$ cat src/sv/lap_timer_controller_core_assert.svh
// ----------------------------------------------------------------------------
// Lap timer controller assertion macros
// Concurrent check macros, clocked on clk and held off while arst_n is low
// ----------------------------------------------------------------------------
`ifndef LAP_TIMER_CONTROLLER_CORE_ASSERT_SVH
`define LAP_TIMER_CONTROLLER_CORE_ASSERT_SVH

`ifndef SYNTH

// condition that must hold at every clock edge
`define LTC_ASSERT_ALWAYS(label, cond) \
	label: assert property (@(posedge clk) disable iff (!arst_n) (cond)) \
		else $error("lap timer check failed");

// consequent that must hold in the same cycle as the antecedent
`define LTC_ASSERT_IMPL(label, ante, cons) \
	label: assert property (@(posedge clk) disable iff (!arst_n) (ante) |-> (cons)) \
		else $error("lap timer check failed");

// consequent that must hold in the cycle after the antecedent
`define LTC_ASSERT_NEXT(label, ante, cons) \
	label: assert property (@(posedge clk) disable iff (!arst_n) (ante) |=> (cons)) \
		else $error("lap timer check failed");

`else

`define LTC_ASSERT_ALWAYS(label, cond)
`define LTC_ASSERT_IMPL(label, ante, cons)
`define LTC_ASSERT_NEXT(label, ante, cons)

`endif

`endif

$ cat src/sv/ltc_pkg.sv
// ----------------------------------------------------------------------------
// Lap timer controller package
// Command codes, field widths, display constants and reset values
// ----------------------------------------------------------------------------
`default_nettype none

package ltc_pkg;

	// field widths
	localparam int CMD_W    = 3;
	localparam int LEVEL_W  = 7;
	localparam int VALUE_W  = 12;
	localparam int DOT_W    = 2;
	localparam int LAPS_W   = 8;
	localparam int SEC_W    = 8;
	localparam int TENTH_W  = 4;
	localparam int MSSUB_W  = 7;

	// stream packing
	localparam int S_TDATA_W = 8;
	localparam int S_TUSER_W = CMD_W;
	localparam int M_TDATA_W = 16;
	localparam int M_TUSER_W = 1;

	// elapsed counter width
	localparam int ELAPSED_BITS_DEF = 32;

	// command codes
	localparam logic [CMD_W-1:0] CMD_MODE    = 3'd0;
	localparam logic [CMD_W-1:0] CMD_READY   = 3'd1;
	localparam logic [CMD_W-1:0] CMD_RESET   = 3'd2;
	localparam logic [CMD_W-1:0] CMD_SENSOR  = 3'd3;
	localparam logic [CMD_W-1:0] CMD_BATTERY = 3'd4;
	localparam logic [CMD_W-1:0] CMD_TICK    = 3'd5;
	localparam logic [CMD_W-1:0] CMD_REFRESH = 3'd6;

	// configuration register indexes
	localparam logic CFG_AUTO_MODE   = 1'b0;
	localparam logic CFG_TARGET_LAPS = 1'b1;

	// result kinds and decimal point positions
	localparam logic             KIND_BEEP    = 1'b0;
	localparam logic             KIND_DISPLAY = 1'b1;
	localparam logic [DOT_W-1:0] DOT_NONE     = 2'd0;
	localparam logic [DOT_W-1:0] DOT_TIME     = 2'd3;

	// time base: 100 ms per tenth, 10 tenths per second
	localparam int MS_PER_TENTH   = 100;
	localparam int TENTHS_PER_SEC = 10;

	// reset values
	localparam logic [LAPS_W-1:0]  TARGET_LAPS_RST = 8'd10;
	localparam logic [LEVEL_W-1:0] BATTERY_RST     = 7'd100;

endpackage

`default_nettype wire

$ cat src/sv/lap_timer_controller_core.sv
// ----------------------------------------------------------------------------
// Lap timer controller core
// Phase control, lap counting, millisecond time base and display values
// ----------------------------------------------------------------------------
// Items arrive on the s_axis channel: tuser carries the command, tdata the
// battery level. Key presses, sensor triggers, battery updates and ms ticks
// only change state; a refresh gives a display item, and an accepted sensor
// trigger in auto mode gives a beep item, both on the m_axis channel.
// Each item is taken into an input register and handled once the output
// register is free, its result landing in the output register; one item
// per cycle is sustained while the receiver does not stall.
// The time base is kept as seconds (mod 256), tenths and milliseconds
// alongside the binary elapsed counter, so no divider sits in the path.
// When the receiver stalls, the output register holds its item and the
// input register still takes a new one while the output slot is busy;
// s_axis_tready drops only once both are full.
// The configuration port writes auto_mode (index 0) and target_laps
// (index 1); write it only while the core is idle.
// Reset clears the phase, lap count and timers, selects battery display,
// sets the battery to 100 percent, manual mode and a target of ten laps.
// ----------------------------------------------------------------------------
`default_nettype none

module lap_timer_controller_core
	import ltc_pkg::*;
#(
	parameter int ELAPSED_BITS = ELAPSED_BITS_DEF
) (
	input  wire logic                 clk,
	input  wire logic                 arst_n,
	// input items
	input  wire logic                 s_axis_tvalid,
	output logic                      s_axis_tready,
	input  wire logic [S_TDATA_W-1:0] s_axis_tdata,  // [6:0] battery_level, [7] zero
	input  wire logic [S_TUSER_W-1:0] s_axis_tuser,  // [2:0] cmd
	// result items
	output logic                      m_axis_tvalid,
	input  wire logic                 m_axis_tready,
	output logic [M_TDATA_W-1:0]      m_axis_tdata,  // [11:0] display_value,
	                                                 // [13:12] dot_position, [15:14] zero
	output logic [M_TUSER_W-1:0]      m_axis_tuser,  // [0] result_kind
	// configuration
	input  wire logic                 cfg_we,
	input  wire logic                 cfg_index,
	input  wire logic [LAPS_W-1:0]    cfg_data
);

	typedef enum logic [1:0] {
		PH_READY  = 2'd0,
		PH_TIMING = 2'd1,
		PH_FINISH = 2'd2
	} phase_t;

	// configuration registers
	logic              auto_mode_q;
	logic [LAPS_W-1:0] target_laps_q;

	// input register
	logic               valid_s1;
	logic [CMD_W-1:0]   cmd_s1;
	logic [LEVEL_W-1:0] level_s1;

	// state
	phase_t              phase_q,     phase_d;
	logic                show_time_q, show_time_d;
	logic [LAPS_W-1:0]   lap_q,       lap_d;
	logic [ELAPSED_BITS-1:0] elapsed_q, elapsed_d;
	logic [MSSUB_W-1:0]  ms_sub_q,    ms_sub_d;
	logic [TENTH_W-1:0]  tenth_q,     tenth_d;
	logic [SEC_W-1:0]    sec_q,       sec_d;
	logic [TENTH_W-1:0]  fin_tenth_q, fin_tenth_d;
	logic [SEC_W-1:0]    fin_sec_q,   fin_sec_d;
	logic [LEVEL_W-1:0]  battery_q,   battery_d;

	// result register
	logic               out_valid_q;
	logic               out_kind_q;
	logic [VALUE_W-1:0] out_value_q;
	logic [DOT_W-1:0]   out_dot_q;

	logic               out_free;
	logic               fire_s1;
	logic               res_valid;
	logic               res_kind;
	logic [VALUE_W-1:0] res_value;
	logic [DOT_W-1:0]   res_dot;
	logic [LAPS_W-1:0]  lap_inc;
	logic [SEC_W-1:0]   show_sec;
	logic [TENTH_W-1:0] show_tenth;

	// handshake
	assign out_free      = !out_valid_q || m_axis_tready;
	assign fire_s1       = valid_s1 && out_free;
	assign s_axis_tready = !valid_s1 || out_free;

	assign m_axis_tvalid = out_valid_q;
	assign m_axis_tuser  = out_kind_q;
	assign m_axis_tdata  = {{(M_TDATA_W - VALUE_W - DOT_W){1'b0}}, out_dot_q, out_value_q};

	assign lap_inc = lap_q + LAPS_W'(1);

	// time shown on a refresh
	always_comb begin
		show_sec   = '0;
		show_tenth = '0;
		if (phase_q == PH_TIMING) begin
			show_sec   = sec_q;
			show_tenth = tenth_q;
		end else if (phase_q == PH_FINISH) begin
			show_sec   = fin_sec_q;
			show_tenth = fin_tenth_q;
		end
	end

	// command decode, next state and result
	always_comb begin
		phase_d     = phase_q;
		show_time_d = show_time_q;
		lap_d       = lap_q;
		elapsed_d   = elapsed_q;
		ms_sub_d    = ms_sub_q;
		tenth_d     = tenth_q;
		sec_d       = sec_q;
		fin_tenth_d = fin_tenth_q;
		fin_sec_d   = fin_sec_q;
		battery_d   = battery_q;
		res_valid   = 1'b0;
		res_kind    = KIND_BEEP;
		res_value   = '0;
		res_dot     = DOT_NONE;
		unique case (cmd_s1)
			CMD_MODE: begin
				show_time_d = !show_time_q;
			end
			CMD_READY: begin
				if (phase_q == PH_TIMING) phase_d = PH_READY;
			end
			CMD_RESET: begin
				if (auto_mode_q || phase_q == PH_FINISH) begin
					phase_d     = PH_READY;
					lap_d       = '0;
					fin_sec_d   = '0;
					fin_tenth_d = '0;
				end else if (phase_q == PH_READY) begin
					phase_d   = PH_TIMING;
					elapsed_d = '0;
					ms_sub_d  = '0;
					tenth_d   = '0;
					sec_d     = '0;
				end else if (phase_q == PH_TIMING) begin
					phase_d     = PH_FINISH;
					fin_sec_d   = sec_q;
					fin_tenth_d = tenth_q;
				end
			end
			CMD_SENSOR: begin
				if (show_time_q && auto_mode_q) begin
					if (phase_q == PH_READY) begin
						phase_d   = PH_TIMING;
						elapsed_d = '0;
						ms_sub_d  = '0;
						tenth_d   = '0;
						sec_d     = '0;
						res_valid = 1'b1;
					end else if (phase_q == PH_TIMING) begin
						lap_d     = lap_inc;
						res_valid = 1'b1;
						if (lap_inc >= target_laps_q) begin
							phase_d     = PH_FINISH;
							fin_sec_d   = sec_q;
							fin_tenth_d = tenth_q;
						end
					end
				end
			end
			CMD_BATTERY: begin
				battery_d = level_s1;
			end
			CMD_TICK: begin
				// the decimal time base restarts with the binary counter on wrap
				if (elapsed_q == '1) begin
					elapsed_d = '0;
					ms_sub_d  = '0;
					tenth_d   = '0;
					sec_d     = '0;
				end else begin
					elapsed_d = elapsed_q + ELAPSED_BITS'(1);
					if (ms_sub_q == MSSUB_W'(MS_PER_TENTH - 1)) begin
						ms_sub_d = '0;
						if (tenth_q == TENTH_W'(TENTHS_PER_SEC - 1)) begin
							tenth_d = '0;
							sec_d   = sec_q + SEC_W'(1);
						end else begin
							tenth_d = tenth_q + TENTH_W'(1);
						end
					end else begin
						ms_sub_d = ms_sub_q + MSSUB_W'(1);
					end
				end
			end
			CMD_REFRESH: begin
				res_valid = 1'b1;
				res_kind  = KIND_DISPLAY;
				if (!show_time_q) begin
					res_value = VALUE_W'(battery_q);
				end else begin
					// seconds * 10 + tenths, as shifts and adds
					res_value = {1'b0, show_sec, 3'b000} + {3'b000, show_sec, 1'b0}
						+ VALUE_W'(show_tenth);
					res_dot   = DOT_TIME;
				end
			end
			default: begin
			end
		endcase
	end

	// configuration writes
	always_ff @(posedge clk or negedge arst_n) begin
		if (!arst_n) begin
			auto_mode_q   <= 1'b0;
			target_laps_q <= TARGET_LAPS_RST;
		end else if (cfg_we) begin
			unique case (cfg_index)
				CFG_AUTO_MODE:   auto_mode_q   <= cfg_data[0];
				CFG_TARGET_LAPS: target_laps_q <= cfg_data;
				default: begin
				end
			endcase
		end
	end

	// control state and valid flags
	always_ff @(posedge clk or negedge arst_n) begin
		if (!arst_n) begin
			valid_s1    <= 1'b0;
			out_valid_q <= 1'b0;
			phase_q     <= PH_READY;
			show_time_q <= 1'b0;
			lap_q       <= '0;
			elapsed_q   <= '0;
			ms_sub_q    <= '0;
			tenth_q     <= '0;
			sec_q       <= '0;
			fin_tenth_q <= '0;
			fin_sec_q   <= '0;
			battery_q   <= BATTERY_RST;
		end else begin
			if (s_axis_tready) valid_s1 <= s_axis_tvalid;
			if (out_free) out_valid_q <= fire_s1 && res_valid;
			if (fire_s1) begin
				phase_q     <= phase_d;
				show_time_q <= show_time_d;
				lap_q       <= lap_d;
				elapsed_q   <= elapsed_d;
				ms_sub_q    <= ms_sub_d;
				tenth_q     <= tenth_d;
				sec_q       <= sec_d;
				fin_tenth_q <= fin_tenth_d;
				fin_sec_q   <= fin_sec_d;
				battery_q   <= battery_d;
			end
		end
	end

	// payload registers
	always_ff @(posedge clk) begin
		if (s_axis_tready && s_axis_tvalid) begin
			cmd_s1   <= s_axis_tuser;
			level_s1 <= s_axis_tdata[LEVEL_W-1:0];
		end
		if (fire_s1 && res_valid) begin
			out_kind_q  <= res_kind;
			out_value_q <= res_value;
			out_dot_q   <= res_dot;
		end
	end

	// checks
`include "lap_timer_controller_core_assert.svh"

	`LTC_ASSERT_ALWAYS(a_time_base_range,
		ms_sub_q <= MSSUB_W'(MS_PER_TENTH - 1) && tenth_q <= TENTH_W'(TENTHS_PER_SEC - 1))
	`LTC_ASSERT_IMPL(a_beep_is_blank, out_valid_q && out_kind_q == KIND_BEEP,
		out_value_q == '0 && out_dot_q == DOT_NONE)
	`LTC_ASSERT_NEXT(a_start_clears_time,
		fire_s1 && phase_q == PH_READY && phase_d == PH_TIMING,
		elapsed_q == '0 && sec_q == '0 && tenth_q == '0)

endmodule

`default_nettype wire
$ cat config.mk
export PLATFORM = sky130hd
export DESIGN_NAME = lap_timer_controller_core
export DESIGN_NICKNAME = d
export VERILOG_FILES = /design/src/sv/ltc_pkg.sv /design/src/sv/lap_timer_controller_core.sv
export VERILOG_INCLUDE_DIRS = /design/src /design/src/sv
export SDC_FILE = /design/constraint.sdc
export NUM_CORES = 1
export LEC_CHECK = 0
export ABC_AREA = 1
export BUFFER_PORTS_ARGS = -buffer_cell sky130_fd_sc_hd__buf_4
export CAP_MARGIN = 10
export CORE_ASPECT_RATIO = 1.2
export CORE_MARGIN = 1
export CORE_UTILIZATION = 47
export DETAILED_ROUTE_END_ITERATION = 8
export GPL_TIMING_DRIVEN = 1
export PLACE_DENSITY_LB_ADDON = 0.3
export SYNTH_ARGS = -nofsm -noshare
export SYNTH_HDL_FRONTEND = slang
export SYNTH_SLANG_ARGS = --single-unit
$ cat constraint.sdc
create_clock -name clk -period 5 [get_ports clk]
set_input_delay 1 -clock clk [delete_from_list [all_inputs] [get_ports clk]]
set_output_delay 1 -clock clk [all_outputs]
set_load 0.05 [all_outputs]
==> summary.md, run 1 <==
| Metric | Value |
|---|---|
| Hold Vio Cnt, Final | 0 |
| Mapped Cells | 907 |
| RSZ-0062 raised after global routing | no |
| Arrival time worst endpoint | 3.16 ns |
| Postcts setup bufs | 0 |
| Post-Route Skew | 0.00791 ns |
| Slew HR | 26.5% |
| Pre-CTS WS | 1.99 ns |
| Layout area overhead | 14.3% |
| Worst Path Class, Setup | reg -> reg |
| Static Leak | 3.86 nW |
| Status | finished, final reports clean |
| N_diodes | 0 |
| Worst-path clk slew | 0.06 ns |
| Std cell rows | 48 |
| # clock sinks | 116 |
| Power consumption | 2.69 mW |
| VDD IR max | 0.000216 V |
| Ys Warns | 0 |
| Core area | 14400 um2 |
| Post-synth top flop | dfrtp_1 |
| Wire per inst | 12.6 um |
| Synthesis-stage register bit count | 116 |
| Setup crit end kind | flip-flop |
| Final setup viols | 0 |
| Clock latency on the worst-skew pair | 0.42 ns |
| Setup ws final | 2.01 ns |
| Die area | 15300 um2 |
| I/O pins | 44 |
| Initial core utilization | 48.2% |
| Sum of negative setup slack | 0 ns |
| Initial antenna violation count | 0 |
| Post-synth cell types | 43 |
| Largest net degree at the start of global routing | 58 |
| Critical path's largest stage delay | 0.54 ns |
| H-tree lvl count | 4 |
| Post-cts resize count | 0 |
| PortBufs | 40 |
| DRC errors left | 0 |
| Vias in the first global route | 5584 |
| Fill count | 1374 |
| Fmax | 335 MHz |
| CP bufs+invs | 4 |
| Slowest CP cell | fa_1 |
| Ratio of cells with drive above 1 in the final layout | 12.4% |
| Worst Path Max Fanout | 13 |
| Post-synth ARST share | 79.3% |
| Pwr Density | 339 nW/um2 |
| Total Wirelength | 14.3 mm |
| Routability-driven placement congestion ratio | 0.884 |
| Drt pass-1 iters | 4 |
| Die height | 135 um |
| Max-cap viol count | 0 |
| Slew @ Worst Pin | 1.10 ns |
| Critical Path Most Common Cell | inv_1 |
| Final Slew Violations | 0 |
| Post-CTS Hold Fix Bufs | 0 |
| DRT antenna net count | 0 |
| Mapped cell area | 6950 um2 |
| Total gr overflow | 0 |
| Starting DRC count in detailed routing | 307 |
| Via/cell ratio | 4.98 |
| Clk buf depth | 2 |
| Via count | 5651 |
| Post-synthesis average cell area | 7.67 um2 |
| Register area share after synthesis | 43.6% |
| First-pass GRT wire length | 25.0 mm |
| Crit path required time | 5.18 ns |
| Detailed-placement wirelength estimate | 10.2 mm |
| CTS Root Cell | clkbuf_16 |
| EDFF count, synth | 24 |
| Delay-heaviest family, CP | adder cells |
| Layout net count | 1003 |
| Tcrit/Tclk final | 59.7% |
| Cts bufs inserted | 17 |
| Final min period | 2.99 ns |
| Hold crit path type | reg -> reg |
| GR Util All Layers | 20.6% |
| Setup crit start kind | flip-flop |
| WHS | 0.478 ns |
| Die Wd | 113 um |
| Crit path cell chain | inv_1, nand2_1, o22ai_1, inv_1, fa_1, inv_1, fa_1, nand3_1, nand2_1, xor2_1, o21ai_0, inv_1 |
| CTS tree | done |
-- sequential cells by signal (all words and copies together) (netlist names) --
register	count
level_s1	7
phase_q	2
lap_q	8
tenth_q	4
target_laps_q	8
ms_sub_q	7
battery_q	7
auto_mode_q	1
m_axis_tvalid	1
fin_sec_q	8
sec_q	8
fin_tenth_q	4
m_axis_tuser	1
valid_s1	1
cmd_s1	3
show_time_q	1
out_dot_q	1
elapsed_q	32
out_value_q	12
-- layer usage --
layer  track usage, %  vias to the layer above  part of all wire (%)
met2             37.4                       68                    50
li1                 -                     2980                     -
met3             4.74                       26                   2.9
met1             23.1                     2577                    45
met4             8.41                        0                   2.2
met5                0                        -                     0
-- final cells by class --
| cell class | instances | area (um2) | share of cell area [%] |
|---|---|---|---|
| inverter | 129 | 484 | 6.09 |
| tap | 175 | 219 | 2.76 |
| clock buffer | 24 | 513 | 6.46 |
| clock inverter | 8 | 95.1 | 1.20 |
| sequential | 116 | 3030 | 38.1 |
| timing repair buffer | 41 | 308 | 3.87 |
| multi-input combinational | 642 | 3300 | 41.5 |
-- placed cells by master (no fill, tap or decap), types with 7 or more instances in the layout --
master	instances
dfrtp_1	87
a21oi_1	40
nand4_1	18
buf_4	41
o21ai_2	8
edfxtp_1	24
nor2_1	116
nor3_1	10
o21ai_1	7
xor2_1	15
o22ai_1	9
inv_1	123
nand3_1	62
ha_1	29
clkbuf_16	18
nand2_1	243
o21ai_0	36
nand2_2	10
-- report_power, final --
| group | leakage [nW] | total [mW] | internal (mW) | switching [mW] |
|---|---|---|---|---|
| Sequential | 1.45 | 1.10 | 1.05 | 0.0531 |
| Clock | 0.305 | 1.25 | 0.813 | 0.435 |
| Combinational | 2.10 | 0.345 | 0.112 | 0.233 |
-- synth_stat cells (9+ instances only) --
library cell,number,area (um2)
nand3_1,62,310
nand2_1,243,912
inv_1,123,462
a21oi_1,40,200
dfrtp_1,87,2180
o21ai_0,36,180
nor3_1,10,50.1
xor2_1,15,131
edfxtp_1,24,721
nand4_1,18,113
ha_1,29,363
nor2_1,116,435
nand2_2,10,62.6
o22ai_1,9,56.3
-- through the flow --
| step | cells | cell area [um2] | utilization (%) |
|---|---|---|---|
| detailed placement | 1103 | 7340 | 50.9 |
| global route | 1135 | 7950 | 55.1 |
| floorplan | 908 | 6960 | - |
| CTS | 1135 | 7950 | 55.1 |
| global placement | 1103 | 7340 | 50.9 |
| finish | 1135 | 7950 | 55.1 |
-- cells by family after synthesis --
family / after synthesis / synth area share (%)
fa+ha+maj: 31 / 5.79
other cells: 1 / 0.0539
flops: 116 / 43.6
mux: 3 / 0.486
simple gates: 475 / 29.5
compound gates: 114 / 9.36
xor+xnor: 17 / 2.14
buf+inv: 150 / 9.07
-- final timing paths --
path / start / to / slack, ns / cells past startpoint
max reg2reg: phase_q[1]$_DFFE_PN0P_ / out_value_q[6]$_SDFFCE_PN0P_ / 2.01 / 12
min: fin_sec_q[7]$_DFFE_PN0P_ / fin_sec_q[7]$_DFFE_PN0P_ / 0.48 / 2
max: phase_q[1]$_DFFE_PN0P_ / out_value_q[6]$_SDFFCE_PN0P_ / 2.01 / 12
max in group asynchronous: arst_n / elapsed_q[8]$_DFFE_PN0P_ / 3.37 / 2
min in group asynchronous: arst_n / battery_q[1]$_DFFE_PN0P_ / 0.63 / 1
min reg2reg: fin_sec_q[7]$_DFFE_PN0P_ / fin_sec_q[7]$_DFFE_PN0P_ / 0.48 / 2
-- worst min-delay path, delay by kind of cell (launching register included) --
kind	cells	cell delay (ns)
AO/OA/AOI/OAI	1	0.05
AND/OR/NAND/NOR	1	0.06
flip-flops	1	0.34
No activity file was read; power rests on OpenSTA's default activity.
==> run 2: changes to the inputs <==
- clock period: 5 -> 2.9 ns (I/O delays scaled with it)
==> run 2 against run 1 <==
  * Critical path type unchanged
  * Highest routed layer unchanged
  * Register-to-register slack lost 1.8 ns
  * Critical path depth is 2 higher
  * Combinational power grew 77%
  * Global-route usage down 0.097 points
  * Largest power group unchanged
  * Hold slack got worse by 0.28 ns
==> summary.md, run 2 (same netlist as run 1, synthesis figures left out) <==
| Metric | Value |
|---|---|
| Status | finished, final reports clean (unchanged) |
| CTS Root Cell | clkbuf_16 (unchanged) |
| Fmax | 367 MHz (was 335 MHz) |
| Most flops, register | elapsed_q (unchanged) |
| RR Startpoint | phase_q[1]$_DFFE_PN0P_ (unchanged) |
| Vias in the first global route | 5561 (was 5584) |
| N_diodes | 0 (unchanged) |
| Post-Route Skew | 0.00809 ns (was 0.00791 ns) |
| Clock latency on the worst-skew pair | 0.42 ns (about the same) |
| Placement Cell Area | 7410 um2 (was 7340 um2) |
| Total Wirelength | 14.3 mm (about the same) |
| Final min period | 2.73 ns (was 2.99 ns) |
| Initial antenna violation count | 0 (unchanged) |
| Crit path required time | 3.07 ns (was 5.18 ns) |
| Arrival time worst endpoint | 2.90 ns (was 3.16 ns) |
| Clk buf depth | 2 (unchanged) |
| Tcrit/Tclk final | 94.1% (was 59.7%) |
| CP Capture Point | out_value_q[11]$_SDFFCE_PN0P_ (was out_value_q[6]$_SDFFCE_PN0P_) |
| Sum of negative setup slack | 0 ns (unchanged) |
| Wire per inst | 12.5 um (was 12.6 um) |
| DRT antenna net count | 0 (unchanged) |
| Pwr Density | 560 nW/um2 (was 339 nW/um2) |
| Die area | 15300 um2 (unchanged) |
| Layout area overhead | 14.9% (was 14.3%) |
| H-tree lvl count | 4 (unchanged) |
| Worst reg2reg endpoint | out_value_q[11]$_SDFFCE_PN0P_ (was out_value_q[6]$_SDFFCE_PN0P_) |
| Setup crit start kind | flip-flop (unchanged) |
| Routability-driven placement congestion ratio | 0.853 (was 0.884) |
| Worst Path Max Fanout | 9 (was 13) |
| Final Slew Violations | 0 (unchanged) |
| Pre-CTS WS | 0.0695 ns (was 1.99 ns) |
| Max FFs per register | 32 (unchanged) |
| Core area | 14400 um2 (unchanged) |
| Layout net count | 1011 (was 1003) |
| VDD IR max | 0.000430 V (was 0.000216 V) |
| Die Wd | 113 um (unchanged) |
| Hold crit path type | in -> async (was reg -> reg) |
| Most common cell after layout, fill and taps aside | nand2_1 (unchanged) |
| # clock sinks | 116 (unchanged) |
| Power consumption | 4.48 mW (was 2.69 mW) |
| Fin util | 55.4% (was 55.1%) |
| Total gr overflow | 0 (unchanged) |
| Initial core utilization | 48.2% (unchanged) |
| Slew HR | 28.2% (was 26.5%) |
| DRC errors left | 0 (unchanged) |
| Drt pass-1 iters | 5 (was 4) |
| Static Leak | 3.88 nW (was 3.86 nW) |
| GR Util All Layers | 20.5% (was 20.6%) |
| Fill count | 1355 (was 1374) |
| Via count | 5763 (was 5651) |
| Origin of the worst setup path | phase_q[1]$_DFFE_PN0P_ (unchanged) |
| Std cell rows | 48 (unchanged) |
| Die height | 135 um (unchanged) |
| Max-cap viol count | 0 (unchanged) |
| First-pass GRT wire length | 24.9 mm (was 25.0 mm) |
| PortBufs | 40 (unchanged) |
| Worst-path clk slew | 0.05 ns (was 0.06 ns) |
| Final setup viols | 0 (unchanged) |
| CTS tree | done (unchanged) |
| Slew @ Worst Pin | 1.07 ns (was 1.10 ns) |
| DP Cell Count | 1111 (was 1103) |
| Worst Path Class, Setup | reg -> reg (unchanged) |
| Via/cell ratio | 5.04 (was 4.98) |
| Fin cells | 1143 (was 1135) |
| Setup ws final | 0.172 ns (was 2.01 ns) |
| I/O pins | 44 (unchanged) |
| WHS | 0.199 ns (was 0.478 ns) |
| Reg2Reg Depth | 14 (was 12) |
| Cts bufs inserted | 17 (unchanged) |
| Detailed-placement wirelength estimate | 10.3 mm (was 10.2 mm) |
| Starting DRC count in detailed routing | 255 (was 307) |
| Reg2reg setup slack | 0.17 ns (was 2.01 ns) |
| Setup crit end kind | flip-flop (unchanged) |
| Ratio of cells with drive above 1 in the final layout | 13.8% (was 12.4%) |
| Most frequent cells in the layout | 241 x nand2_1, 123 x inv_1, 116 x nor2_1 (was 243 x nand2_1, 123 x inv_1, 116 x nor2_1) |
| Largest regs | elapsed_q x32, out_value_q x12 (unchanged) |
| Hold Vio Cnt, Final | 0 (unchanged) |
| Largest net degree at the start of global routing | 52 (was 58) |
| Final instance area | 7990 um2 (was 7950 um2) |
-- run 2: cell type report --
class	instances	area (um2)	area share, %
multi-input combinational	642	3320	41.6
sequential	116	3030	37.9
inverter	129	484	6.06
clock buffer	22	474	5.93
timing repair buffer	49	380	4.76
tap	175	219	2.74
clock inverter	10	82.6	1.03
-- run 2: power breakdown --
group	internal [mW]	switching [mW]	total, mW
sequential	1.81	0.0896	1.90
combinational	0.205	0.407	0.612
clock	1.24	0.734	1.97
total	3.25	1.23	4.48
-- run 2: worst min path at each step --
stage                                        start  depth (start not counted)                        end  slack [ns]
after global routing                        arst_n                          1  m_axis_tvalid$_DFFE_PN0P_        0.25
after CTS                                   arst_n                          1  m_axis_tvalid$_DFFE_PN0P_        0.22
after detailed placement  fin_sec_q[7]$_DFFE_PN0P_                          2   fin_sec_q[7]$_DFFE_PN0P_        0.47
after global placement       level_s1[1]$_DFFE_PP_                          1   battery_q[1]$_DFFE_PN0P_        0.46
after floorplan                             arst_n                          0    auto_mode_q$_DFFE_PN0P_        0.28
final                                       arst_n                          1  m_axis_tvalid$_DFFE_PN0P_        0.20
-- run 2: per-layer routing --
| metal | up-vias | track usage (%) | part of all wire [%] |
|---|---|---|---|
| met3 | 26 | 4.12 | 2.9 |
| met4 | 0 | 8.99 | 2.3 |
| met5 | - | 0 | 0 |
| met2 | 85 | 36.6 | 50 |
| li1 | 3003 | - | - |
| met1 | 2649 | 23.6 | 45 |
-- run 2: timing repair --
action / CTS / global route
resized for setup: 0 / 9
endpoints found under the setup margin: 0 / 5
buffers inserted: 0 / 0
endpoints found under the hold margin: 0 / 0
hold buffers: 0 / 0
-- run 2: critical path, cell delays in order, from the launching register on --
cell	delay, ns
dfrtp_1	0.38
inv_1	0.10
nand2_2	0.14
buf_4	0.19
o21ai_0	0.24
ha_1	0.28
ha_1	0.37
nand2_1	0.11
nand2_1	0.05
a21oi_1	0.17
nand2_1	0.09
nand2_1	0.09
a21boi_0	0.10
nor2_1	0.11
nor2_1	0.04
